### config.mk
export PLATFORM = sky130hd
export DESIGN_NAME = gpt_payload_partition_finder
export DESIGN_NICKNAME = d
export VERILOG_FILES = /design/src/rtl/gppf_pkg.sv /design/src/rtl/gppf_byte_queue.sv /design/src/rtl/gppf_divider.sv /design/src/rtl/gppf_parser.sv /design/src/rtl/gpt_payload_partition_finder.sv
export SDC_FILE = /design/constraint.sdc
export NUM_CORES = 2
export LEC_CHECK = 0
export BUFFER_PORTS_ARGS = -buffer_cell sky130_fd_sc_hd__clkbuf_2
export CORE_MARGIN = 5
export CORE_UTILIZATION = 37
export CTS_CLUSTER_DIAMETER = 120
export CTS_CLUSTER_SIZE = 12
export DETAILED_ROUTE_END_ITERATION = 6
export PLACE_DENSITY = 0.58
export SETUP_SLACK_MARGIN = 0.05
export SLEW_MARGIN = 20
export SYNTH_ARGS = -nofsm -noshare
export SYNTH_HDL_FRONTEND = slang
export SYNTH_HIERARCHICAL = 1
export SYNTH_SLANG_ARGS = --single-unit
### constraint.sdc
create_clock -name clk -period 16.5 [get_ports clk]
set_input_delay 2.475 -clock clk [delete_from_list [all_inputs] [get_ports clk]]
set_output_delay 2.475 -clock clk [all_outputs]
set_load 0.005 [all_outputs]
### src/rtl/gppf_pkg.sv
// Shared types, constants and codes of the GPT payload partition finder.
`default_nettype none
package gppf_pkg;

  // One input word: an image byte and the start-of-image mark.
  typedef struct packed {
    logic [7:0] data_byte;
    logic       restart;
  } in_word_t;

  // One result word.
  typedef struct packed {
    logic [3:0]  status;
    logic [1:0]  payload_slot;
    logic [63:0] first_lba;
    logic [63:0] last_lba;
  } out_word_t;

  // Status codes.
  localparam logic [3:0] ST_OK         = 4'd0;
  localparam logic [3:0] ST_NO_MBR     = 4'd1;
  localparam logic [3:0] ST_NO_PROT    = 4'd2;
  localparam logic [3:0] ST_SIGNATURE  = 4'd3;
  localparam logic [3:0] ST_VERSION    = 4'd4;
  localparam logic [3:0] ST_HDR_SIZE   = 4'd5;
  localparam logic [3:0] ST_CUR_LBA    = 4'd6;
  localparam logic [3:0] ST_BACKUP_LBA = 4'd7;
  localparam logic [3:0] ST_PRIMARY    = 4'd8;
  localparam logic [3:0] ST_SECONDARY  = 4'd9;
  localparam logic [3:0] ST_TOO_MANY   = 4'd10;
  localparam logic [3:0] ST_NO_PAYLOAD = 4'd11;

  // Configuration register indexes.
  localparam logic [1:0] CFG_BLOCK_UNITS = 2'd0;
  localparam logic [1:0] CFG_DISK_BLOCKS = 2'd1;
  localparam logic [1:0] CFG_MAX_PAYLOAD = 2'd2;

  // Header and entry constants.
  localparam logic [63:0] GPT_SIG = 64'h5452415020494645;
  localparam logic [63:0] GPT_REV = 64'h0000000000010000;
  localparam logic [63:0] GPT_HDR_SIZE = 64'd92;
  localparam logic [7:0]  MBR_PROT_TYPE = 8'hee;
  localparam logic [7:0]  MBR_SIG0 = 8'h55;
  localparam logic [7:0]  MBR_SIG1 = 8'haa;

  localparam logic [63:0] GUID_HEAD [3] = '{64'h46f68e5ee5ab07a0, 64'h4b6dc9205f04b556,
                                             64'h4b78d766c195cc59};
  localparam logic [63:0] GUID_TAIL [3] = '{64'h9ce841a518929b7c, 64'hbd77804efe6fae01,
                                             64'h813fa0e1519099d8};

  // Depth of the byte queue between front and back.
  localparam int QDEPTH = 4;

  // Parser sequencer states.
  typedef enum logic [1:0] {
    PS_RUN,
    PS_DIV,
    PS_CLIP
  } pstate_t;

  // Divider request and response.
  typedef struct packed {
    logic        start;
    logic [31:0] num;
    logic [6:0]  den;
  } div_req_t;

  typedef struct packed {
    logic        done;
    logic [31:0] quot;
  } div_resp_t;

endpackage
`default_nettype wire

### src/rtl/gppf_byte_queue.sv
// Front queue that accepts input words and holds them for the parser.
`default_nettype none
module gppf_byte_queue (
  input  wire logic              clk,
  input  wire logic              rst,
  input  wire logic              in_valid,
  output logic                   in_stall,
  input  wire gppf_pkg::in_word_t in_word,
  output logic                   q_valid,
  output gppf_pkg::in_word_t     q_word,
  input  wire logic              q_take
);
  import gppf_pkg::*;

  localparam int PW = $clog2(QDEPTH);

  in_word_t        mem [QDEPTH];
  logic [PW-1:0]   wr_ptr;
  logic [PW-1:0]   rd_ptr;
  logic [PW:0]     count;
  logic            push;
  logic            pop;

  assign in_stall = (count == (PW+1)'(QDEPTH));
  assign q_valid  = (count != '0);
  assign q_word   = mem[rd_ptr];
  assign push     = in_valid && !in_stall;
  assign pop      = q_take && q_valid;

  // Storage for queued words.
  always_ff @(posedge clk) begin
    if (push) begin
      mem[wr_ptr] <= in_word;
    end
  end

  // Pointers and fill level.
  always_ff @(posedge clk) begin
    if (rst) begin
      wr_ptr <= '0;
      rd_ptr <= '0;
      count  <= '0;
    end else begin
      if (push) wr_ptr <= wr_ptr + 1'b1;
      if (pop) rd_ptr <= rd_ptr + 1'b1;
      if (push && !pop) count <= count + 1'b1;
      else if (pop && !push) count <= count - 1'b1;
    end
  end
endmodule
`default_nettype wire

### src/rtl/gppf_divider.sv
// Restoring divider, one quotient bit per cycle, for the table size.
`default_nettype none
module gppf_divider (
  input  wire logic               clk,
  input  wire logic               rst,
  input  wire gppf_pkg::div_req_t req,
  output gppf_pkg::div_resp_t     resp
);
  import gppf_pkg::*;

  logic [31:0] n;
  logic [6:0]  r;
  logic [4:0]  cnt;
  logic        busy;
  logic        done;
  logic [7:0]  trial;
  logic        fits;

  assign trial = {r, n[31]};
  assign fits  = (trial >= {1'b0, req.den});
  assign resp.done = done;
  assign resp.quot = n;

  // Shift the dividend through the remainder one bit a cycle.
  always_ff @(posedge clk) begin
    if (req.start) begin
      n <= req.num;
      r <= '0;
    end else if (busy) begin
      n <= {n[30:0], fits};
      r <= fits ? 7'(trial - {1'b0, req.den}) : trial[6:0];
    end
  end

  // Iteration control.
  always_ff @(posedge clk) begin
    if (rst) begin
      busy <= 1'b0;
      done <= 1'b0;
      cnt  <= '0;
    end else begin
      done <= 1'b0;
      if (req.start) begin
        busy <= 1'b1;
        cnt  <= '0;
      end else if (busy) begin
        cnt <= cnt + 1'b1;
        if (cnt == 5'd31) begin
          busy <= 1'b0;
          done <= 1'b1;
        end
      end
    end
  end
endmodule
`default_nettype wire

### src/rtl/gppf_parser.sv
// Back end: decodes MBR, GPT header and entries and forms the result word.
`default_nettype none
module gppf_parser #(
  parameter int MAX_ENTRIES = 65536
) (
  input  wire logic                 clk,
  input  wire logic                 rst,
  input  wire logic                 byte_valid,
  input  wire gppf_pkg::in_word_t   byte_word,
  output logic                      byte_take,
  input  wire logic [6:0]           units,
  input  wire logic [47:0]          disk_blocks,
  input  wire logic [18:0]          max_payload,
  output gppf_pkg::div_req_t        div_req,
  input  wire gppf_pkg::div_resp_t  div_resp,
  output logic                      out_valid,
  input  wire logic                 out_stall,
  output gppf_pkg::out_word_t       out_word
);
  import gppf_pkg::*;

  localparam logic [23:0] POS_MAX = '1;

  pstate_t     state, state_next;
  logic [23:0] pos, pos_next;
  logic [63:0] fs, fs_next;
  logic        prot, prot_next;
  logic        mbr_bad, mbr_bad_next;
  logic [3:0]  herr, herr_next;
  logic [63:0] first_usable, first_usable_next;
  logic [63:0] last_usable, last_usable_next;
  logic [16:0] total, total_next;
  logic [16:0] num, num_next;
  logic        nz, nz_next;
  logic [63:0] thead, thead_next;
  logic [63:0] ttail, ttail_next;
  logic [63:0] slba, slba_next;
  logic [2:0]  mask, mask_next;
  logic        finished, finished_next;
  logic [63:0] slot_first [3];
  logic [63:0] slot_last [3];
  logic [2:0]  slot_wr;

  logic        out_free;
  logic        may_emit;
  logic        go;
  logic        emit_err;
  logic [3:0]  emit_code;
  logic        to_clip;
  logic        start_div;

  logic [7:0]  b;
  logic [6:0]  lo;
  logic        hdr_hit;
  logic [2:0]  k;
  logic [14:0] bs;
  logic [23:0] vpos;
  logic        ent_hit;

  logic [63:0] need;
  logic [63:0] disk64;
  logic [31:0] tab_num;

  logic [1:0]  sel;
  logic [63:0] cf, cl, lim, diff, clipped;

  // Only a byte that can reach the verdict has to wait for a free output register.
  assign out_free  = !out_valid || !out_stall;
  assign may_emit  = !byte_word.restart && !finished && (pos >= vpos);
  assign go        = (state == PS_RUN) && byte_valid && (out_free || !may_emit);
  assign byte_take = go;
  assign b         = byte_word.data_byte;
  assign bs        = {units, 8'd0} >> 1;
  assign vpos      = ({9'd0, bs} + 24'd91 > 24'd511) ? {9'd0, bs} + 24'd91 : 24'd511;
  assign disk64    = {16'd0, disk_blocks};
  assign tab_num   = fs[31:0];
  assign need      = 64'd2 + {32'd0, div_resp.quot};

  assign div_req.start = start_div;
  assign div_req.num   = fs_next[31:0];
  assign div_req.den   = units;

  // Little-endian field accumulation.
  function automatic logic [63:0] acc(input logic [63:0] cur, input logic [2:0] idx,
                                      input logic [7:0] v);
    logic [63:0] sh;
    sh = {56'd0, v} << {idx, 3'd0};
    return (idx == 3'd0) ? sh : (cur | sh);
  endfunction

  // Per-byte decode; restart clears the parse state before the byte is used.
  always_comb begin
    pos_next          = pos;
    fs_next           = fs;
    prot_next         = prot;
    mbr_bad_next      = mbr_bad;
    herr_next         = herr;
    first_usable_next = first_usable;
    last_usable_next  = last_usable;
    total_next        = total;
    num_next          = num;
    nz_next           = nz;
    thead_next        = thead;
    ttail_next        = ttail;
    slba_next         = slba;
    mask_next         = mask;
    finished_next     = finished;
    slot_wr           = '0;
    emit_err          = 1'b0;
    emit_code         = ST_OK;
    to_clip           = 1'b0;
    start_div         = 1'b0;
    lo                = pos[6:0];
    hdr_hit           = 1'b0;
    k                 = '0;
    ent_hit           = 1'b0;

    if (go) begin
      if (byte_word.restart) begin
        pos_next = '0; fs_next = '0; prot_next = 1'b0; mbr_bad_next = 1'b0;
        herr_next = '0; first_usable_next = '0; last_usable_next = '0;
        total_next = '0; num_next = '0; nz_next = 1'b0; thead_next = '0;
        ttail_next = '0; slba_next = '0; mask_next = '0; finished_next = 1'b0;
      end
      lo = pos_next[6:0];
      if (!finished_next) begin
        // MBR signature and protective entry.
        if (pos_next == 24'd510 && b != MBR_SIG0) mbr_bad_next = 1'b1;
        if (pos_next == 24'd511 && b != MBR_SIG1) mbr_bad_next = 1'b1;
        if ((pos_next == 24'd450 || pos_next == 24'd466 || pos_next == 24'd482 ||
             pos_next == 24'd498) && b == MBR_PROT_TYPE) prot_next = 1'b1;

        // Header at LBA 1: the byte offset is the low seven bits.
        hdr_hit = (pos_next[23:7] == {10'd0, units}) && (lo < 7'd92);
        k = (lo >= 7'd12 && lo < 7'd16) ? {1'b0, lo[1:0]} : lo[2:0];
        if (hdr_hit) begin
          if (lo < 7'd16 || (lo >= 7'd24 && lo < 7'd56) || (lo >= 7'd80 && lo < 7'd84)) begin
            fs_next = acc(fs_next, k, b);
          end
          if (lo == 7'd7 && fs_next != GPT_SIG && herr_next == '0) herr_next = ST_SIGNATURE;
          if (lo == 7'd11 && fs_next != GPT_REV && herr_next == '0) herr_next = ST_VERSION;
          if (lo == 7'd15 && fs_next != GPT_HDR_SIZE && herr_next == '0)
            herr_next = ST_HDR_SIZE;
          if (lo == 7'd31 && fs_next != 64'd1 && herr_next == '0) herr_next = ST_CUR_LBA;
          if (lo == 7'd39 && fs_next != disk64 - 64'd1 && herr_next == '0)
            herr_next = ST_BACKUP_LBA;
          if (lo == 7'd47) first_usable_next = fs_next;
          if (lo == 7'd55) last_usable_next = fs_next;
          if (lo == 7'd83) start_div = 1'b1;
        end

        // Entry table from LBA 2, 128 bytes per entry.
        ent_hit = (pos_next >= {9'd0, units, 8'd0}) && (herr_next == '0) &&
                  (num_next < total_next);
        if (ent_hit) begin
          if (lo == 7'd0) begin
            thead_next = '0; ttail_next = '0; nz_next = 1'b0; slba_next = '0;
          end
          if (lo < 7'd8) begin
            thead_next = thead_next | ({56'd0, b} << {lo[2:0], 3'd0});
          end else if (lo < 7'd16) begin
            ttail_next = {ttail_next[55:0], b};
          end else if (lo >= 7'd32 && lo < 7'd40) begin
            slba_next = slba_next | ({56'd0, b} << {lo[2:0], 3'd0});
          end else if (lo >= 7'd40 && lo < 7'd48) begin
            fs_next = acc(fs_next, lo[2:0], b);
            if (lo == 7'd47 && nz_next) begin
              for (int i = 0; i < 3; i++) begin
                if (thead_next == GUID_HEAD[i] && ttail_next == GUID_TAIL[i] &&
                    !mask_next[i]) begin
                  slot_wr[i] = 1'b1;
                  if (slba_next <= fs_next && fs_next <= last_usable_next)
                    mask_next[i] = 1'b1;
                end
              end
            end
          end
          if (lo < 7'd16 && b != 8'd0) nz_next = 1'b1;
          if (lo == 7'd127) num_next = num_next + 1'b1;
        end

        // Verdict once the header has been seen.
        if (pos_next >= vpos) begin
          if (mbr_bad_next) begin
            emit_err = 1'b1; emit_code = ST_NO_MBR; finished_next = 1'b1;
          end else if (!prot_next) begin
            emit_err = 1'b1; emit_code = ST_NO_PROT; finished_next = 1'b1;
          end else if (herr_next != '0) begin
            emit_err = 1'b1; emit_code = herr_next; finished_next = 1'b1;
          end else if (num_next >= total_next) begin
            to_clip = 1'b1; finished_next = 1'b1;
          end
        end
        if (pos_next < POS_MAX) pos_next = pos_next + 1'b1;
      end
    end else if (state == PS_DIV && div_resp.done) begin
      // Table space checks once the table size is known.
      if (first_usable < need) begin
        if (herr_next == '0) herr_next = ST_PRIMARY;
      end else if (disk64 < need || last_usable > disk64 - need) begin
        if (herr_next == '0) herr_next = ST_SECONDARY;
      end else if ({32'd0, tab_num} > 64'(MAX_ENTRIES)) begin
        if (herr_next == '0) herr_next = ST_TOO_MANY;
      end
      if (herr_next == '0) total_next = tab_num[16:0];
    end
  end

  // Sequencer next state.
  always_comb begin
    state_next = state;
    unique case (state)
      PS_RUN: begin
        if (start_div) state_next = PS_DIV;
        else if (to_clip) state_next = PS_CLIP;
      end
      PS_DIV: begin
        if (div_resp.done) state_next = PS_RUN;
      end
      PS_CLIP: begin
        if (out_free) state_next = PS_RUN;
      end
      default: state_next = PS_RUN;
    endcase
  end

  // Slot choice and clipping of the chosen range.
  always_comb begin
    priority if (mask == 3'd2 || mask == 3'd6) sel = 2'd1;
    else if (mask == 3'd4 || mask == 3'd5) sel = 2'd2;
    else sel = 2'd0;
    cf      = slot_first[sel];
    cl      = slot_last[sel];
    lim     = (max_payload == '0) ? 64'd1 : {45'd0, max_payload};
    diff    = cl - cf;
    clipped = (diff >= lim) ? cf + lim - 64'd1 : cl;
  end

  // Parse state registers.
  always_ff @(posedge clk) begin
    if (rst) begin
      state <= PS_RUN; pos <= '0; fs <= '0; prot <= 1'b0; mbr_bad <= 1'b0;
      herr <= '0; first_usable <= '0; last_usable <= '0; total <= '0; num <= '0;
      nz <= 1'b0; thead <= '0; ttail <= '0; slba <= '0; mask <= '0;
      finished <= 1'b0;
    end else begin
      state <= state_next; pos <= pos_next; fs <= fs_next; prot <= prot_next;
      mbr_bad <= mbr_bad_next; herr <= herr_next; first_usable <= first_usable_next;
      last_usable <= last_usable_next; total <= total_next; num <= num_next;
      nz <= nz_next; thead <= thead_next; ttail <= ttail_next; slba <= slba_next;
      mask <= mask_next; finished <= finished_next;
    end
  end

  // Slot range stores.
  always_ff @(posedge clk) begin
    for (int i = 0; i < 3; i++) begin
      if (slot_wr[i]) begin
        slot_first[i] <= slba_next;
        slot_last[i]  <= fs_next;
      end
    end
  end

  // Output word register.
  always_ff @(posedge clk) begin
    if (rst) begin
      out_valid <= 1'b0;
    end else if (out_free) begin
      out_valid <= emit_err || (state == PS_CLIP);
    end
  end

  always_ff @(posedge clk) begin
    if (out_free) begin
      if (state == PS_CLIP) begin
        if (mask == '0) begin
          out_word <= '{status: ST_NO_PAYLOAD, payload_slot: 2'd0, first_lba: '0,
                        last_lba: '0};
        end else begin
          out_word <= '{status: ST_OK, payload_slot: sel, first_lba: cf, last_lba: clipped};
        end
      end else if (emit_err) begin
        out_word <= '{status: emit_code, payload_slot: 2'd0, first_lba: '0, last_lba: '0};
      end
    end
  end
endmodule
`default_nettype wire

### src/rtl/gpt_payload_partition_finder.sv
// Top level of the GPT payload partition finder: configuration, queue, parser, divider.
`default_nettype none
// Takes a disk image one byte per word from LBA 0 and returns at most one result word
// per image: a status, the chosen payload slot and its clipped block range. Bytes are
// taken at one per cycle between pauses. The parser pauses at header byte 83, where
// the entry table size is divided by the sector size in a bit-serial divider, while
// the four-word input queue keeps filling. The final result waits in a clip state for
// slot selection and clipping, during which no byte is taken. While a result word is
// held by the receiver, only a byte that could give the next verdict has to wait.
module gpt_payload_partition_finder #(
  parameter int MAX_ENTRIES = 65536,
  parameter int MAX_BLOCK_BYTES = 8192
) (
  input  wire logic               clk,
  input  wire logic               rst,
  input  wire logic               in_valid,
  output logic                    in_stall,
  input  wire gppf_pkg::in_word_t in_word,
  output logic                    out_valid,
  input  wire logic               out_stall,
  output gppf_pkg::out_word_t     out_word,
  input  wire logic               cfg_valid,
  output logic                    cfg_ready,
  input  wire logic [1:0]         cfg_index,
  input  wire logic [47:0]        cfg_data
);
  import gppf_pkg::*;

  localparam logic [6:0] MAX_UNITS = 7'(MAX_BLOCK_BYTES / 128);

  logic [6:0]  units_reg;
  logic [47:0] disk_blocks;
  logic [18:0] max_payload;
  logic [6:0]  units_eff;
  logic        q_valid;
  in_word_t    q_word;
  logic        q_take;
  div_req_t    div_req;
  div_resp_t   div_resp;

  assign cfg_ready = 1'b1;

  // Configuration registers.
  always_ff @(posedge clk) begin
    if (rst) begin
      units_reg   <= 7'd4;
      disk_blocks <= '0;
      max_payload <= 19'd122880;
    end else if (cfg_valid && cfg_ready) begin
      unique case (cfg_index)
        CFG_BLOCK_UNITS: units_reg <= cfg_data[6:0];
        CFG_DISK_BLOCKS: disk_blocks <= cfg_data;
        CFG_MAX_PAYLOAD: max_payload <= cfg_data[18:0];
        default: ;
      endcase
    end
  end

  // Sector size clamped to the supported range.
  always_comb begin
    priority if (units_reg == '0) units_eff = 7'd1;
    else if (units_reg > MAX_UNITS) units_eff = MAX_UNITS;
    else units_eff = units_reg;
  end

  gppf_byte_queue u_queue (
    .clk(clk), .rst(rst), .in_valid(in_valid), .in_stall(in_stall), .in_word(in_word),
    .q_valid(q_valid), .q_word(q_word), .q_take(q_take)
  );

  gppf_parser #(.MAX_ENTRIES(MAX_ENTRIES)) u_parser (
    .clk(clk), .rst(rst), .byte_valid(q_valid), .byte_word(q_word), .byte_take(q_take),
    .units(units_eff), .disk_blocks(disk_blocks), .max_payload(max_payload),
    .div_req(div_req), .div_resp(div_resp), .out_valid(out_valid),
    .out_stall(out_stall), .out_word(out_word)
  );

  gppf_divider u_div (
    .clk(clk), .rst(rst), .req(div_req), .resp(div_resp)
  );
endmodule
`default_nettype wire

Word level (Yosys, flattened, before mapping)
Memories as Yosys holds them, arrays and structs flattened. A register that Yosys moved wholly into a read port is not among the register bits.
Index checks and enable logic that the tools add are counted.
- $mul: 0
- add/sub/neg operators: 15
- magnitude comparators: 28
- divide/modulo/power cells: 0
- shifts and indexed selects: 2
- bitwise gates (word level): 5
- eq/ne operators: 43
- reductions and logical operators: 97
- multiplexer cells: 227
- operator list (cell ; number):
    $mux 64 ; 61
    $mux 134 ; 3
    $or 64x64->64 ; 4
    $reduce_or 64->1 ; 4
    $mux 17 ; 12
    $eq 64x63->1 const B ; 3
    $eq 64x64->1 const B ; 3
    $mux 4 ; 39
    $eq 24x9->1 const B ; 6
    $le 64x64->1 ; 2
    $shl 8x6->64 ; 2
    $mux 24 ; 5
    $mux 1 ; 68
    $add 64x64->64 ; 1
    $ge 64x64->1 ; 1
    $gt 64x64->1 ; 1
    $lt 48x64->1 ; 1
    $lt 64x64->1 ; 1
    $mux 32 ; 2
    $ne 64x1->1 const B ; 1
    $ne 64x17->1 const B ; 1
    $ne 64x63->1 const B ; 1
    $ne 64x64->1 ; 1
    $ne 64x7->1 const B ; 1
    68 further kinds ; 193
- bits in latches: 0
- logic and storage cells: 452
- input bits: 64
- bits in registers: 717
- memories: 3
- bits in read-only memories: 0
- memory bits (writable): 420
- memory list (memory ; depth ; width ; read ports ; clocked after memory_dff ; wr ports ; RTL line ; RTL):
    u_parser.slot_first ; 3 ; 64 ; 1 ; 0 ; 1 ; gppf_parser.sv:40 ; logic [63:0] slot_first [3];
    u_parser.slot_last ; 3 ; 64 ; 1 ; 0 ; 1 ; gppf_parser.sv:41 ; logic [63:0] slot_last [3];
    u_queue.mem ; 4 ; 9 ; 1 ; 1 ; 1 ; gppf_byte_queue.sv:17 ; in_word_t mem [QDEPTH];

Logic depth before layout (Yosys ltp)
- depth in word-level cells: 76
- depth in mapped cells: 44
- mapped depth without buffers: 33

Modules after synthesis
Netlist, hierarchy kept.
- by module, submodules not included (module ; cells an instance ; area each (um2) ; times used ; seq. area each (um2)):
    gppf_parser ; 6871 ; 62841.5 ; 1 ; 24683.7
    gpt_payload_partition_finder ; 312 ; 3214.3 ; 1 ; 1481.4
    gppf_divider ; 204 ; 2473.6 ; 1 ; 1241.2
    gppf_byte_queue ; 95 ; 1764.2 ; 1 ; 1261.2

Worst setup path after synthesis
OpenSTA, ideal clock, no wires.
- path kind: reg-to-reg
- start: reg (tool-made name)
- end: reg u_parser/out_word[0] (netlist name)
- clock period less this slack: 13259 ps
- data arrival time: 12586 ps
- cell stages (with the launch flop): 28
- library setup time: 672 ps
- slack: 3241 ps
- cells stage by stage: dfxtp_1 > buf_2 > mux4_2 > buf_2 > clkbuf_1 > clkinv_1 > clkbuf_1 > clkbuf_1 > clkbuf_1 > clkbuf_1 > clkbuf_1 > nand2_1 > ha_1 > nor2_1 > a21oi_1 > o21ai_1 > buf_2 > clkbuf_1 > a22oi_1 > nor4_1 > and3_1 > a41oi_1 > or3_1 > o31ai_2 > a211oi_4 > nand3_1 > a21oi_1 > a21oi_1

==> summary.txt <==
Global route
  – Antenna violations before repair: 13
  – Pin count of the biggest net entering global routing: approximately 130
  – Vias in the first global route: roughly 56000
  – First-pass GRT wire length: 402 mm
  – Remaining global-route overflow: 0
  – GRT Util Overall: 0.273

STA
  – Slew margin rel.: 0.175
  – Fmax: about 95 MHz
  – Fin crit share: 0.640
  – Min cycle time layout: roughly 11 ns
  – Final WS setup: about 6 ns
  – Slew @ Worst Pin: about 1.2 ns
  – Hold_ws: roughly 0.47 ns
  – Clock Skew: ~0.064 ns
  – Final max-slew violation count: 0
  – Setup Total Neg Slack: 0 ns
  – Hold Fails Final Rpt: 0
  – RSZ-0062 raised after global routing: no
  – # setup viols final: 0

Power
  – Switching power: around 3.4 mW
  – P_int: just over 5 mW
  – Sequential power share: 0.389
  – Pwr Density: around 110 nW/µm²
  – Logic pwr share: 0.333
  – P_leak: 31.8 nW
  – Worst vdd ir: approximately 0.000090 V
  – Clock network power share: 0.278
  – Net Sw Frac: 0.399
  – Tot Pwr: about 8.6 mW

Clock network
  – H-tree depth: 3
  – # Post-CTS Setup Buffers: 0
  – Total CTS buffers: approximately 110
  – CTS Hold Buffers Added: 0
  – Clock Tree Root: clkbuf_16
  – CTS clock-pin slew for the worst setup and hold paths: ~0.07 ns
  – Post-cts resize count: 0
  – CTS max path bufs: 3
  – Clk_lat worst skew: between 0.7 and 0.8 ns
  – Clock Sinks: roughly 1100
  – CTS tree: built

Place
  – Detail Placement HPWL: 216 mm
  – GPL Wtd Cong: 1.03
  – Placed Area: 73800 µm²
  – Port bufs: 199
  – Cells after DPL: around 9900
  – Place WS: 6.00 ns

Worst setup path
  – Most used cell, CP: o21a_1
  – CP max-delay cell: mux4_4
  – Worst Setup End Kind: register
  – Crit path kind: reg -> reg
  – Setup crit start kind: register
  – Critical path data required time: roughly 17 ns
  – Critical Path Fanout Max: between 60 and 70
  – CP max stage delay: between 0.9 and 1 ns
  – Crit path DAT: around 11 ns

Worst hold path
  – Hold path startpoint: u_parser/thead[57]
  – Worst hold path class: reg -> reg

Detailed routing
  – Routed via count: 60736
  – Pre-antenna DRT Iters: 6
  – Post-route ant nets: 0
  – Post-route DRC: 0
  – Vias/cell: between 6 and 7
  – Detailed Route WL: about 280 mm
  – Detailed-route wire length per cell: 28.2 µm
  – Drt initial violations: between 6000 and 7000

Synthesis
  – YS warnings: 6
  – Largest family of logic cells by synthesized area: compound AO/OA/AOI/OAI gates
  – Simple-gate area share of the yosys netlist: 0.180
  – Synth Cell Area: 70300 µm²
  – Post-synth EDFFs: between 500 and 600
  – Compound-Gate Fraction of Synth Area: 0.184
  – Mean area per synthesized cell: between 9 and 10 µm²
  – Synth Area in XOR/XNOR: 0.0355
  – Seq/Total Area, Yosys: 0.408
  – Synthesized netlist cell count: ~7500
  – Mux contribution to synthesized area: 0.0566
  – Ys async rst share: 0
  – Yosys reg bits: between 1000 and 1500
  – Adder-cell share of the synthesized area: 0.0901
  – Synth unique cells: between 100 and 150
  – Net Count, Synth: roughly 8000
  – Most used DFF post-synth: edfxtp_1

Finish
  – Final Util: 0.406
  – Share of post-route cells with drive strength above 1: 0.0847
  – Fin cells: approximately 10000
  – Final instance area: 77000 µm²
  – Largest registers: u_parser/slot_first x192, u_parser/slot_last x192, u_parser/out_word x134
  – P&R area growth vs syn: 9.48%
  – Nets: between 8000 and 9000

Run status
  – Status: complete, no violations

Floorplanning
  – Core ar.: ~190000 µm²
  – Initial Util: 0.371
  – Die area: between 150000 and 200000 µm²
  – Die Height: roughly 450 µm
  – FP Rows: between 150 and 200
  – Io pins: around 200
  – Die Span X: between 400 and 500 µm

Job
  – Maxcap violations: 0
power by group through the flow:
stage | Sequential [mW] | Combinational, mW | Clock [mW]
6_report | 3.34 | 2.86 | 2.39
2_1_floorplan | 3.29 | 1.74 | 0
4_1_cts | 3.33 | 2.76 | 2.45
3_3_place_gp | 3.38 | 2.72 | 0
5_1_grt | 3.35 | 2.99 | 2.55
3_5_place_dp | 3.39 | 2.75 | 0
cell usage after synthesis, drive strengths merged, types with 84 or more instances:
master / instances / area, µm²
mux2i: 323 / 3230
a21o: 199 / 1490
a22o: 194 / 1700
nand2: 487 / 1830
a211oi: 127 / 978
nor2: 781 / 2940
o21ai: 331 / 1660
a21oi: 426 / 2130
nand4: 136 / 851
ha: 498 / 6230
inv: 291 / 1090
nand2b: 189 / 1180
and3: 157 / 982
nand3: 155 / 786
a22oi: 84 / 646
xor2: 103 / 902
clkbuf: 336 / 1260
nor4: 84 / 547
nor2b: 89 / 557
edfxtp: 586 / 17600
nor3: 134 / 686
buf: 136 / 808
dfxtp: 553 / 11100
xnor2: 177 / 1550
path summary, 6_finish.rpt:
check / endpoint / slack, ns / cells after the start
max: u_parser/finished / 5.95 / 31
min: u_parser/thead[57] / 0.47 / 1
max reg2reg: u_parser/finished / 5.95 / 31
min reg2reg: u_parser/thead[57] / 0.47 / 1
cell usage in the layout, fill, tap and decap left out, drive strengths merged, types with 64 or more instances in the layout:
cell and instances:
xor2 103, nand3 155, buf 153, a21oi 426, a22oi 84, a22o 194, a211oi 127, nor3 134
nor2b 89, nand4 136, inv 297, a31oi 83, o21a 64, nand2 487, clkbuf 356, nor2 781
dfxtp 553, nor4 84, edfxtp 586, ha 498, o21ai 331, and3 157, mux2i 323, xnor2 177
and2 79, nand2b 189, a21o 199
critical path: cells and delay by family (launching register included):
family | cells | cell delay (ns)
AOI/OAI and AO/OA | 18 | 3.94
muxes | 2 | 1.34
DFF | 1 | 0.71
and+or+nand+nor | 7 | 2.58
buffers and inverters | 2 | 1.02
adders and majority gates | 2 | 0.66
area by class of cell:
| cell class | instances | area, µm² |
|---|---|---|
| diodes | 7 | 17.5 |
| clock buffers | 158 | 2890 |
| clock inverters | 15 | 274 |
| fillers | 18693 | 113000 |
| inverters | 292 | 1100 |
| multi-input cells | 5579 | 38700 |
| flip-flops and latches | 1139 | 28700 |
| well taps | 2511 | 3140 |
| repair buffers | 351 | 2180 |
cell families (layout without fill, tap and decap cells):
kind of cell    count (synthesis)  after routing
compound gates               1889           1889
buf+inv                       764            816
mux                           380            380
flops                        1139           1139
simple gates                 2524           2524
fa+ha+maj                     503            503
xor+xnor                      282            282
other cells                     1              8
layer usage:
layer,up-vias,routed length (µm),share of wire,track usage
met5,-,0,0,0
met4,0,14600,0.051,0.117
met1,29740,125000,0.44,0.386
met3,569,23700,0.084,0.0507
met2,2813,120000,0.42,0.409
li1,27614,-,-,-
Power figures use the tool's default switching activity.
